### src/rtl/mfr_pkg.sv
// Shared types and constants for the matrix flip/rotate engine.
// Depends on nothing; imported by every module of the block.
package mfr_pkg;

	localparam int MAX_DIM  = 128;
	localparam int HALF_MAX = MAX_DIM / 2;
	localparam int ADDR_W   = $clog2(MAX_DIM * MAX_DIM);
	localparam int DIM_W    = $clog2(MAX_DIM) + 1;
	localparam int HALF_W   = $clog2(HALF_MAX) + 1;
	localparam int DATA_W   = 32;

	localparam logic [1:0] REQ_LOAD  = 2'd0;
	localparam logic [1:0] REQ_XFORM = 2'd1;
	localparam logic [1:0] REQ_READ  = 2'd2;

	localparam logic [2:0] OP_VFLIP   = 3'd0;
	localparam logic [2:0] OP_HFLIP   = 3'd1;
	localparam logic [2:0] OP_ROT_R   = 3'd2;
	localparam logic [2:0] OP_ROT_L   = 3'd3;
	localparam logic [2:0] OP_QUAD_CW = 3'd4;
	localparam logic [2:0] OP_QUAD_CC = 3'd5;

	typedef struct packed {
		logic load;      // write elem_in at load position
		logic rd_issue;  // read at read position
		logic rd_cap;    // capture read word into output register
		logic xf_start;  // latch op, clear walk counters
		logic xf_step;   // issue one source read of the walk
		logic xf_commit; // swap banks, finish transform
	} mfr_cmd_t;

	typedef struct packed {
		logic out_full;  // output register holds a word not yet taken
		logic walk_last; // walk counters point at the last element
	} mfr_sts_t;

endpackage

### src/rtl/mfr_ctrl.sv
// Controller state machine of the matrix flip/rotate engine.
// Depends on mfr_pkg; drives the datapath through mfr_cmd_t.
module mfr_ctrl (
	input  logic              clk,
	input  logic              arst_n,
	input  logic              in_valid,
	output logic              in_ready,
	input  logic [1:0]        req_type,
	input  logic [2:0]        op,
	input  logic              out_ready,
	input  mfr_pkg::mfr_sts_t sts,
	output mfr_pkg::mfr_cmd_t cmd
);
	import mfr_pkg::*;

	typedef enum logic [1:0] {ST_IDLE, ST_READ, ST_WALK, ST_DRAIN} state_t;

	state_t state_q;
	logic   acc;

	assign in_ready = (state_q == ST_IDLE) && (!sts.out_full || out_ready);
	assign acc      = in_valid && in_ready;

	always_comb begin
		cmd           = '0;
		cmd.load      = acc && (req_type == REQ_LOAD);
		cmd.rd_issue  = acc && (req_type == REQ_READ);
		cmd.xf_start  = acc && (req_type == REQ_XFORM) && (op <= OP_QUAD_CC);
		cmd.rd_cap    = (state_q == ST_READ);
		cmd.xf_step   = (state_q == ST_WALK);
		cmd.xf_commit = (state_q == ST_DRAIN);
	end

	always_ff @(posedge clk or negedge arst_n) begin
		if (!arst_n) begin
			state_q <= ST_IDLE;
		end else begin
			case (state_q)
				ST_IDLE: begin
					if (cmd.rd_issue) state_q <= ST_READ;
					else if (cmd.xf_start) state_q <= ST_WALK;
				end
				ST_READ:  state_q <= ST_IDLE;
				ST_WALK: begin
					if (sts.walk_last) state_q <= ST_DRAIN;
				end
				ST_DRAIN: state_q <= ST_IDLE;
				default:  state_q <= ST_IDLE;
			endcase
		end
	end

endmodule

### config.mk
export PLATFORM = sky130hd
export DESIGN_NAME = mfr_ctrl
export DESIGN_NICKNAME = d
export VERILOG_FILES = /design/src/rtl/mfr_pkg.sv /design/src/rtl/mfr_ctrl.sv
export SDC_FILE = /design/constraint.sdc
export NUM_CORES = 1
export LEC_CHECK = 0
export BUFFER_PORTS_ARGS = -buffer_cell sky130_fd_sc_hd__buf_2
export CAP_MARGIN = 0
export CORE_AREA = 2 2 39 41
export DETAILED_ROUTE_END_ITERATION = 7
export DIE_AREA = 0 0 41 43
export SLEW_MARGIN = 5
export SYNTH_ARGS = -nofsm -noshare
export SYNTH_HDL_FRONTEND = slang
export SYNTH_SLANG_ARGS = --single-unit
### constraint.sdc
create_clock -name clk -period 0.9 [get_ports clk]
set_input_delay 0.135 -clock clk [delete_from_list [all_inputs] [get_ports clk]]
set_output_delay 0.135 -clock clk [all_outputs]
set_load 0.05 [all_outputs]
==> flow_summary.toml <==
[clock_network]
root_buffer = "clkbuf_4"
clock_sinks = 2
clk_pin_slew_worst_paths_ns = 0.03
cts_tree = "yes"
insertion_delay_ns = 0.22
cts_buffer_depth = 2
numCtsBuffers = 3
htreeDepth = 1

[timing]
finalSetupTns_ns = -3.727
max_freq_mhz = 692.2
fin_ws_ns = -0.5447
finClkSkew_ns = 0.001446
rsz0062_at_grt = "yes"
timing.final.hold_violations = 0
finalCriticalPeriod_ns = 1.445
setup_viol_count_final = 9
drv_slew = 0
period_share_pct = 160.5
worst_slew_pin_slew_ns = 0.2541
relSlewSlack_pct = 82.91

[hold_path]
hold_path_class = "input port to flip-flop"

[drt]
drc = 0
first_pass_iters = 1
avgRoutedWirePerCell_um = 8.918
ant_nets = 0
via_count = 231
drtIter0Drc = 0
wirelength_um = 544
routed_via_density = 3.787

[final_layout]
area_growth_pct = 196.0
finalNonFillerCells = 61
reg_top3 = "state_q (2)"
largest_reg_flops = 2
drive_gt1_share_pct = 82.22
nets = 58
regMostFlops = "state_q"
n_antenna_cell = 0

[yosys]
syn_area_sq_um = 155.1
ys_ff_latch = 2
netlist_instances = 15
ys_types = 12
ys_warn_count = 0
synth.avg_cell_area_sq_um = 10.34
synth_seq_area_share_pct = 32.26
syn-num-nets = 26

[power]
power.density_nw_per_um2 = 2844
irDropWorstVdd_uv = 606.6
p_total_uw = 1306
p_leak_uw = 0.0002355

[die]
initial_core_util_pct = 11.21
ios = 18
core_area_sq_um = 1384
fp.dieW_um = 41
fp.dieH_um = 43
die_area_sq_um = 1763
rows = 14

[place]
place_congestion = 0.5994
dpl.cell_count = 53
dp.final_hpwl_um = 378
io_buffers = 16

[job]
cap_violations = 0

[setup_path]
critPathTopFamily = "flip-flops"
crit_chain = "a211oi_4, and4b_4, buf_8"
max_stage_delay_ns = 0.40
required_ns = 0.76
critPathBufInv = 1
endpoint_kind = "primary output"
setup.worst_path.class = "flip-flop to primary output"
startpoint_type = "flip-flop"
cp_max_fo = 4
critPathSlowestCell = "dfrtp_1"
critPathArrivalTime_ns = 1.31

[grt]
grtUsageTotal_pct = 8.333
grt_max_degree = 6
grt_pass1_wl_um = 869
grt_pass1_vias = 247
antenna_found_initial = 0
grt_overflow = 0

[status]
outcome = "finished with violations"
violations = "setup timing"
## cell usage after synthesis
cell type / number / area (sq um)
a211oi_4: 1 / 20.02
a32o_1: 1 / 10.01
nor2b_1: 2 / 12.51
a21boi_0: 1 / 7.510
a41o_2: 1 / 11.26
and4b_1: 1 / 10.01
and4_1: 1 / 8.760
dfrtp_1: 2 / 50.05
and3_2: 1 / 7.510
and2_1: 1 / 6.260
nor2_1: 1 / 3.750
inv_1: 2 / 7.510
## worst paths after layout
path	from	endpoint	slack, ns	cells after the start
worst max-delay path	state_q[0]$_DFFE_PN0P_	cmd[5]	-0.54	3
worst min-delay path	sts[0]	state_q[0]$_DFFE_PN0P_	0.14	2
max in group asynchronous	arst_n	state_q[1]$_DFFE_PN0P_	0.58	2
min in group asynchronous	arst_n	state_q[0]$_DFFE_PN0P_	0.23	2
worst min register to register	state_q[1]$_DFFE_PN0P_	state_q[1]$_DFFE_PN0P_	0.91	4
worst max register to register	state_q[0]$_DFFE_PN0P_	state_q[1]$_DFFE_PN0P_	-0.27	4
## cell families (layout without fill, tap and decap cells)
logic type	count (synthesis)	count (layout)	synth area share, %
flops	2	2	32.26
compound gates	4	4	31.45
buf+inv	2	32	4.841
simple gates	7	7	31.45
## layer usage
metal | track usage (%) | vias up | part of all wire [%]
li1 | - | 116 | -
met1 | 5.788 | 108 | 31
met2 | 12.81 | 7 | 63
met3 | 3.141 | 0 | 5.9
met4 | 12.00 | 0 | 0
met5 | 0 | - | 0
## what timing repair did
item                                   CTS  global route
setup endpoints to repair                9             9
resized for setup                       24             1
hold buffers                             1             0
setup buffers                            3             1
endpoints found under the hold margin    2             0
pin swaps                                3             2
## metrics by stage
| step | area [sq um] | worst slack [ns] | hold slack [ns] | utilization [%] |
|---|---|---|---|---|
| 6_report | 459.2 | -0.5447 | 0.1388 | 33.18 |
| 3_3_place_gp | 314.1 | -0.3958 | -0.07907 | 22.69 |
| 4_1_cts | 447.9 | -0.5563 | 0.1321 | 32.37 |
| 5_1_grt | 459.2 | -0.6062 | 0.1496 | 33.18 |
| 3_5_place_dp | 314.1 | -0.3987 | -0.07999 | 22.69 |
| 2_1_floorplan | 168.9 | -0.7050 | -0.1606 | - |
## layout make-up
cell class	count	area, sq um
fill	145	924.6
timing repair buffer	27	239.0
multi-input combinational	11	120.1
sequential	2	50.05
clock buffer	3	22.52
tap	16	20.02
inverter	2	7.507
## layout by cell type, fill, tap and decap left out, drive strengths merged, types with 2 or more instances in the layout
master	n
nor2b	2
clkbuf	3
dfrtp	2
buf	26
inv	2
## where the power goes
| group | switching (uW) | total, uW | leakage [uW] | internal [uW] |
|---|---|---|---|---|
| logic | 462 | 947 | 0.000195 | 485 |
| clock network | 52.8 | 200 | 0.0000138 | 147 |
| registers | 34.2 | 159 | 0.0000263 | 125 |
| total | 549 | 1310 | 0.000236 | 757 |
(Power assumes the default switching activity.)
